## src/design/sme_pkg.sv

```systemverilog
package sme_pkg;

	localparam int unsigned STACK_DEPTH = 16;
	localparam int unsigned PC_WIDTH = 16;
	localparam int unsigned WORD_W = 32;
	localparam int unsigned CNT_W = $clog2(STACK_DEPTH + 1);

	typedef logic [WORD_W-1:0] word_t;
	typedef logic [PC_WIDTH-1:0] pc_t;
	typedef logic [CNT_W-1:0] count_t;

	typedef enum logic [3:0] {
		OP_PUSH       = 4'd0,
		OP_POP        = 4'd1,
		OP_SWAP       = 4'd2,
		OP_ROT        = 4'd3,
		OP_DUP        = 4'd4,
		OP_GET        = 4'd5,
		OP_PRINT      = 4'd6,
		OP_PRINTSTACK = 4'd7,
		OP_BTRUE      = 4'd8,
		OP_CMPI       = 4'd9,
		OP_HALT       = 4'd10,
		OP_ADD        = 4'd11,
		OP_SUB        = 4'd12,
		OP_MULT       = 4'd13,
		OP_NOT        = 4'd14,
		OP_ILLEGAL    = 4'd15
	} opcode_t;

	typedef enum logic [2:0] {
		ST_OK      = 3'd0,
		ST_HALT    = 3'd1,
		ST_UNDER   = 3'd2,
		ST_OVER    = 3'd3,
		ST_ILLEGAL = 3'd4
	} status_t;

	// how the stack moves for one instruction
	typedef enum logic [2:0] {
		STK_HOLD,
		STK_PUSH,
		STK_POP,
		STK_POP_REPLACE,
		STK_REPLACE,
		STK_SWAP,
		STK_ROT
	} stk_op_t;

	typedef struct packed {
		stk_op_t op;
		word_t   value;
	} stk_cmd_t;

	typedef struct packed {
		word_t  top;
		word_t  second;
		word_t  third;
		count_t count;
	} stk_view_t;

	typedef struct packed {
		pc_t     next_pc;
		status_t status;
		logic    print_valid;
		word_t   print_value;
	} result_t;

endpackage

```

## src/design/sme_stack.sv

```systemverilog
module sme_stack (
	input  logic                clk,
	input  logic                arst_n,
	input  logic                en,
	input  sme_pkg::stk_cmd_t   cmd,
	output sme_pkg::stk_view_t  view
);

	sme_pkg::word_t  entry_q [sme_pkg::STACK_DEPTH];
	sme_pkg::count_t count_q;

	// shift line: entry 0 is the top of stack
	always_ff @(posedge clk) begin
		if (en) begin
			case (cmd.op)
				sme_pkg::STK_PUSH: begin
					entry_q[0] <= cmd.value;
					for (int i = 1; i < sme_pkg::STACK_DEPTH; i++) begin
						entry_q[i] <= entry_q[i-1];
					end
				end
				sme_pkg::STK_POP: begin
					for (int i = 0; i < sme_pkg::STACK_DEPTH - 1; i++) begin
						entry_q[i] <= entry_q[i+1];
					end
				end
				sme_pkg::STK_POP_REPLACE: begin
					entry_q[0] <= cmd.value;
					for (int i = 1; i < sme_pkg::STACK_DEPTH - 1; i++) begin
						entry_q[i] <= entry_q[i+1];
					end
				end
				sme_pkg::STK_REPLACE: begin
					entry_q[0] <= cmd.value;
				end
				sme_pkg::STK_SWAP: begin
					entry_q[0] <= entry_q[1];
					entry_q[1] <= entry_q[0];
				end
				sme_pkg::STK_ROT: begin
					entry_q[0] <= entry_q[2];
					entry_q[1] <= entry_q[0];
					entry_q[2] <= entry_q[1];
				end
				default: begin
				end
			endcase
		end
	end

	always_ff @(posedge clk or negedge arst_n) begin
		if (!arst_n) begin
			count_q <= '0;
		end else if (en) begin
			case (cmd.op)
				sme_pkg::STK_PUSH: count_q <= count_q + sme_pkg::CNT_W'(1);
				sme_pkg::STK_POP,
				sme_pkg::STK_POP_REPLACE: count_q <= count_q - sme_pkg::CNT_W'(1);
				default: begin
				end
			endcase
		end
	end

	assign view.top    = entry_q[0];
	assign view.second = entry_q[1];
	assign view.third  = entry_q[2];
	assign view.count  = count_q;

endmodule

```

## src/design/sme_alu.sv

```systemverilog
module sme_alu (
	input  logic [3:0]           func,
	input  logic signed [31:0]   operand,
	input  logic [15:0]          current_pc,
	input  logic signed [31:0]   get_value,
	input  sme_pkg::stk_view_t   view,
	output sme_pkg::result_t     res,
	output sme_pkg::stk_cmd_t    cmd
);

	logic [1:0]              need;
	logic                    grow;
	sme_pkg::status_t        status;
	sme_pkg::word_t          prod;
	logic [sme_pkg::CNT_W:0] grown;
	sme_pkg::pc_t            pc_inc;

	assign prod   = view.second * view.top;
	assign grown  = {1'b0, view.count} + (sme_pkg::CNT_W + 1)'(grow);
	assign pc_inc = current_pc + sme_pkg::PC_WIDTH'(1);

	// stack depth needed, growth and status per opcode
	always_comb begin
		need   = 2'd0;
		grow   = 1'b0;
		status = sme_pkg::ST_OK;
		unique case (sme_pkg::opcode_t'(func)) inside
			sme_pkg::OP_PUSH, sme_pkg::OP_GET: grow = 1'b1;
			sme_pkg::OP_POP, sme_pkg::OP_PRINT, sme_pkg::OP_PRINTSTACK,
			sme_pkg::OP_BTRUE, sme_pkg::OP_NOT: need = 2'd1;
			sme_pkg::OP_DUP, sme_pkg::OP_CMPI: begin
				need = 2'd1;
				grow = 1'b1;
			end
			sme_pkg::OP_SWAP, sme_pkg::OP_ADD, sme_pkg::OP_SUB,
			sme_pkg::OP_MULT: need = 2'd2;
			sme_pkg::OP_ROT: need = 2'd3;
			sme_pkg::OP_HALT: status = sme_pkg::ST_HALT;
			default: status = sme_pkg::ST_ILLEGAL;
		endcase
		if (status == sme_pkg::ST_OK) begin
			if (view.count < sme_pkg::CNT_W'(need)) begin
				status = sme_pkg::ST_UNDER;
			end else if (grown > (sme_pkg::CNT_W + 1)'(sme_pkg::STACK_DEPTH)) begin
				status = sme_pkg::ST_OVER;
			end
		end
	end

	always_comb begin
		res.next_pc     = current_pc;
		res.status      = status;
		res.print_valid = 1'b0;
		res.print_value = '0;
		cmd.op          = sme_pkg::STK_HOLD;
		cmd.value       = '0;
		if (status == sme_pkg::ST_OK) begin
			res.next_pc = pc_inc;
			unique case (sme_pkg::opcode_t'(func))
				sme_pkg::OP_PUSH: begin
					cmd.op    = sme_pkg::STK_PUSH;
					cmd.value = operand;
				end
				sme_pkg::OP_GET: begin
					cmd.op    = sme_pkg::STK_PUSH;
					cmd.value = get_value;
				end
				sme_pkg::OP_POP: cmd.op = sme_pkg::STK_POP;
				sme_pkg::OP_SWAP: cmd.op = sme_pkg::STK_SWAP;
				sme_pkg::OP_ROT: cmd.op = sme_pkg::STK_ROT;
				sme_pkg::OP_DUP: begin
					cmd.op    = sme_pkg::STK_PUSH;
					cmd.value = view.top;
				end
				sme_pkg::OP_PRINT: begin
					res.print_valid = 1'b1;
					res.print_value = view.top;
				end
				sme_pkg::OP_BTRUE: begin
					cmd.op = sme_pkg::STK_POP;
					if (view.top != '0) begin
						res.next_pc = current_pc + operand[sme_pkg::PC_WIDTH-1:0];
					end
				end
				sme_pkg::OP_CMPI: begin
					cmd.op    = sme_pkg::STK_PUSH;
					cmd.value = (view.top == operand) ? sme_pkg::WORD_W'(1) : '0;
				end
				sme_pkg::OP_ADD: begin
					cmd.op    = sme_pkg::STK_POP_REPLACE;
					cmd.value = view.second + view.top;
				end
				sme_pkg::OP_SUB: begin
					cmd.op    = sme_pkg::STK_POP_REPLACE;
					cmd.value = view.second - view.top;
				end
				sme_pkg::OP_MULT: begin
					cmd.op    = sme_pkg::STK_POP_REPLACE;
					cmd.value = prod;
				end
				sme_pkg::OP_NOT: begin
					cmd.op    = sme_pkg::STK_REPLACE;
					cmd.value = (view.top == '0) ? sme_pkg::WORD_W'(1) : '0;
				end
				default: begin
				end
			endcase
		end
	end

endmodule

```

## src/design/stack_machine_execute.sv

```systemverilog
// an instruction is taken into the input register and executes from there; its result is
// captured in the result register, from which it transfers out
// throughput: one instruction per cycle, held back only by stall on the result side
// reset (arst_n low, asynchronous): both registers empty and the stack count cleared;
// stack entries are left as they are and only hold meaning once pushed
module stack_machine_execute (
	input  logic                clk,
	input  logic                arst_n,
	input  logic                in_valid,
	output logic                in_stall,
	input  logic [3:0]          func,
	input  logic signed [31:0]  operand,
	input  logic [15:0]         current_pc,
	input  logic signed [31:0]  get_value,
	output logic                out_valid,
	input  logic                out_stall,
	output logic [15:0]         next_pc,
	output logic [2:0]          status,
	output logic                print_valid,
	output logic signed [31:0]  print_value
);

	// input register
	logic                valid_s1;
	logic [3:0]          func_s1;
	logic signed [31:0]  operand_s1;
	logic [15:0]         pc_s1;
	logic signed [31:0]  get_value_s1;

	// result register
	logic                valid_s2;
	sme_pkg::result_t    res_s2;

	logic                out_free;
	logic                exec;
	sme_pkg::stk_view_t  view;
	sme_pkg::stk_cmd_t   cmd;
	sme_pkg::result_t    res;

	// result register can take a new value when empty or being transferred out
	assign out_free = !valid_s2 || !out_stall;
	// the instruction in the input register executes and commits to the stack
	assign exec     = valid_s1 && out_free;
	// input register refills when it is empty or its instruction moves on
	assign in_stall = valid_s1 && !out_free;

	always_ff @(posedge clk or negedge arst_n) begin
		if (!arst_n) begin
			valid_s1 <= 1'b0;
		end else if (!in_stall) begin
			valid_s1 <= in_valid;
		end
	end

	always_ff @(posedge clk) begin
		if (in_valid && !in_stall) begin
			func_s1      <= func;
			operand_s1   <= operand;
			pc_s1        <= current_pc;
			get_value_s1 <= get_value;
		end
	end

	// execute: decode, stack checks, arithmetic and next pc
	sme_alu u_alu (
		.func       (func_s1),
		.operand    (operand_s1),
		.current_pc (pc_s1),
		.get_value  (get_value_s1),
		.view       (view),
		.res        (res),
		.cmd        (cmd)
	);

	// operand stack; it moves at the same edge the result is captured, so the
	// next instruction already sees the updated top entries
	sme_stack u_stack (
		.clk    (clk),
		.arst_n (arst_n),
		.en     (exec),
		.cmd    (cmd),
		.view   (view)
	);

	always_ff @(posedge clk or negedge arst_n) begin
		if (!arst_n) begin
			valid_s2 <= 1'b0;
		end else if (out_free) begin
			valid_s2 <= valid_s1;
		end
	end

	always_ff @(posedge clk) begin
		if (exec) begin
			res_s2 <= res;
		end
	end

	assign out_valid   = valid_s2;
	assign next_pc     = res_s2.next_pc;
	assign status      = res_s2.status;
	assign print_valid = res_s2.print_valid;
	assign print_value = res_s2.print_value;

endmodule
```

## config.mk

```make
export PLATFORM = sky130hd
export DESIGN_NAME = stack_machine_execute
export DESIGN_NICKNAME = d
export VERILOG_FILES = /design/src/design/sme_pkg.sv /design/src/design/sme_stack.sv /design/src/design/sme_alu.sv /design/src/design/stack_machine_execute.sv
export SDC_FILE = /design/constraint.sdc
export NUM_CORES = 2
export LEC_CHECK = 0
export BUFFER_PORTS_ARGS = -buffer_cell sky130_fd_sc_hd__buf_2
export CAP_MARGIN = 20
export CORE_ASPECT_RATIO = 0.7
export CORE_MARGIN = 4
export CORE_UTILIZATION = 50
export CTS_BUF_LIST = sky130_fd_sc_hd__clkbuf_4
export CTS_CLUSTER_DIAMETER = 60
export DETAILED_ROUTE_END_ITERATION = 7
export PLACE_DENSITY = 0.69
export RECOVER_POWER = 100
export SYNTH_ARGS = -nofsm -noshare
export SYNTH_HDL_FRONTEND = slang
export SYNTH_HIERARCHICAL = 1
export SYNTH_SLANG_ARGS = --single-unit
```

## constraint.sdc

```tcl
create_clock -name clk -period 17.6 [get_ports clk]
set_input_delay 4.4 -clock clk [delete_from_list [all_inputs] [get_ports clk]]
set_output_delay 4.4 -clock clk [all_outputs]
set_load 0.02 [all_outputs]
```

==> impl_metrics.json <==
{
  "preCtsSetupSlack_ns": 8.36,
  "hold_class": "reg -> reg",
  "vias": 30400,
  "multi_input_area_um2": 24900,
  "critPathMaxFanout": 166,
  "period_share_pct": 69.1,
  "cts_buffer_depth": 3,
  "crit_start": "func_s1[0]",
  "worst_slack_ns": 5.44,
  "r2r_start": "func_s1[0]",
  "crit_top_cell": "nor2_1",
  "syn-instance-count": 3930,
  "post_cts_buffers": 0,
  "setup_viol": 0,
  "die_w_um": 378,
  "die-area_um2": 101000,
  "grtUsageTotal_pct": 24.6,
  "cts_tree": "done",
  "initial_core_util_pct": 50.7,
  "final-seq-area_um2": 19600,
  "n_fill_cell": 8200,
  "netlist_area_um2": 48000,
  "routed_wl_um": 122000,
  "route.met3.wl_um": 13700,
  "cp-start-kind": "flop",
  "grt_pass1_wl_um": 188000,
  "worst_path_largest_cell_delay_ns": 5.98,
  "fp.dieH_um": 267,
  "drt_drc_violations_left": 1,
  "worst_slew_pin_slew_ns": 8.79,
  "crit_chain": "nor2b_1 -> xnor2_1 -> nor2_1 -> ha_1 -> ha_1 -> nor2_1 -> o2111ai_1 -> a32o_1 -> o21ai_0 -> a21boi_0 -> a21boi_0 -> nor2_1 -> nor3b_4 -> clkbuf_1 -> nand2b_1 -> buf_4",
  "crit_type": "reg -> reg",
  "io_pins": 142,
  "worstSetupEndpointType": "flop",
  "ant_nets": 0,
  "first_pass_iters": 8,
  "period_needed_ns": 12.16,
  "clock_skew_ns": 0.0886,
  "syn2layout_area_growth_pct": 5.99,
  "synth_warnings": 6,
  "numCtsBuffers": 158,
  "cp_data_arrival_time_ns": 12.81,
  "finalSetupTns_ns": 0,
  "max_freq_mhz": 82.2,
  "rsz0062_at_grt": "false",
  "wl_met2_um": 49000,
  "maxCapViolCount": 11,
  "slew_headroom_pct": -486,
  "first_iter_violations": 3178,
  "overflow": 0,
  "min_from": "u_stack/entry_q[0][451]",
  "cts_root_buf": "clkbuf_4",
  "grt_pass1_vias": 31200,
  "status": "finished, violations left",
  "coreArea_um2": 94600,
  "portBuffers": 141,
  "wl_met1_um": 56500,
  "crit_required_ns": 18.25,
  "synth.avg_cell_area_um2": 12.2,
  "dpl.hpwl_um": 86400,
  "cts_hold_buf": 0,
  "drv_slew": 664,
  "nets": 4705,
  "violations": "DRC, capacitance limit, slew limit",
  "cts_resized": 0,
  "clk_latency_ns": 1.06,
  "grt_max_degree": 186,
  "wl_per_cell_um": 22.6,
  "clk_pin_slew_worst_paths_ns": 0.08,
  "viasPerCell": 5.64,
  "cts.sinks": 655,
  "antenna_found_initial": 9,
  "h-tree-depth": 4,
  "row_count": 94,
  "critPathSlowestCell": "clkbuf_1",
  "synth_nets": 4607,
  "hold_viol_final": 0,
  "drive_gt1_share_pct": 16.5,
  "gp_congestion": 0.976,
  "topRoutingLayerUsed": "met5"
}
-- critical path: cells and delay by family (launching register included) --
family	cells	cell delay, ns
AO/OA/AOI/OAI	5	2.15
XOR/XNOR	1	0.14
adder cells (fa/ha/maj)	2	0.52
buffers and inverters	2	6.44
flip-flops	1	0.75
AND/OR/NAND/NOR	6	1.54
-- cell usage in the layout, fill, tap and decap left out, types with 14 or more instances in the layout --
cell / instances
a22oi_1: 14
buf_2: 61
nor3_1: 22
a222oi_1: 14
clkbuf_4: 224
a21o_1: 29
o21ai_0: 100
or3_1: 14
mux2_1: 164
xnor2_1: 122
clkinv_1: 26
buf_4: 63
nand4_1: 18
nand2_1: 353
and2_0: 23
nand3_1: 23
a31oi_1: 24
nor2b_1: 15
xor2_1: 67
fa_1: 411
and2_1: 303
mux2_2: 286
edfxtp_1: 648
clkbuf_1: 95
inv_1: 408
nand2b_1: 22
nor2_1: 68
ha_1: 178
a21oi_1: 96
mux2i_1: 38
-- state kept, by name (all words and copies together) (netlist names) --
register and flops:
next_pc 16, u_stack/count_q 5, operand_s1 32, get_value_s1 32, func_s1 4, print_value 32, valid_s1 1, print_valid 1
pc_s1 16, u_stack/entry_q 512, status 3, out_valid 1
-- path summary, 6_finish.rpt --
kind,endpoint,slack (ns),cells past startpoint
worst max-delay path,u_stack/entry_q[0][76],5.44,16
worst min-delay path,u_stack/entry_q[0][483],0.44,0
worst max register to register,u_stack/entry_q[0][76],5.44,16
worst min register to register,u_stack/entry_q[0][483],0.44,0
max in group asynchronous,u_stack/count_q[4],13.97,1
min in group asynchronous,u_stack/count_q[1],3.28,1
-- cell type report --
type	instances	area share, %
well taps	1248	3.07
clock inverters	45	0.625
inverters	408	3.01
flip-flops and latches	655	38.6
repair buffers	221	2.31
multi-input cells	2584	49.0
clock buffers	224	3.31
diodes	9	0.0443
-- routing by layer --
layer | GRT usage [%] | vias to the layer above
met5 | 0 | -
met4 | 7.29 | 10
met3 | 7.67 | 193
met2 | 33.4 | 1410
met1 | 37.6 | 15200
li1 | - | 13600
-- metrics by stage --
step | utilization, % | hold WS (ns) | cell area (um^2) | instances
6_report | 53.8 | 0.440 | 50900 | 5394
3_5_place_dp | 52.2 | 0.431 | 49300 | 5112
4_1_cts | 54.3 | 0.445 | 51300 | 5381
5_1_grt | 53.8 | 0.466 | 50800 | 5388
3_3_place_gp | 52.2 | 0.425 | 49300 | 5112
2_1_floorplan | - | 0.422 | 48000 | 3930
Power is not shown: default switching activity piles up to over one toggle a cycle in this logic, so the estimate is an artifact.
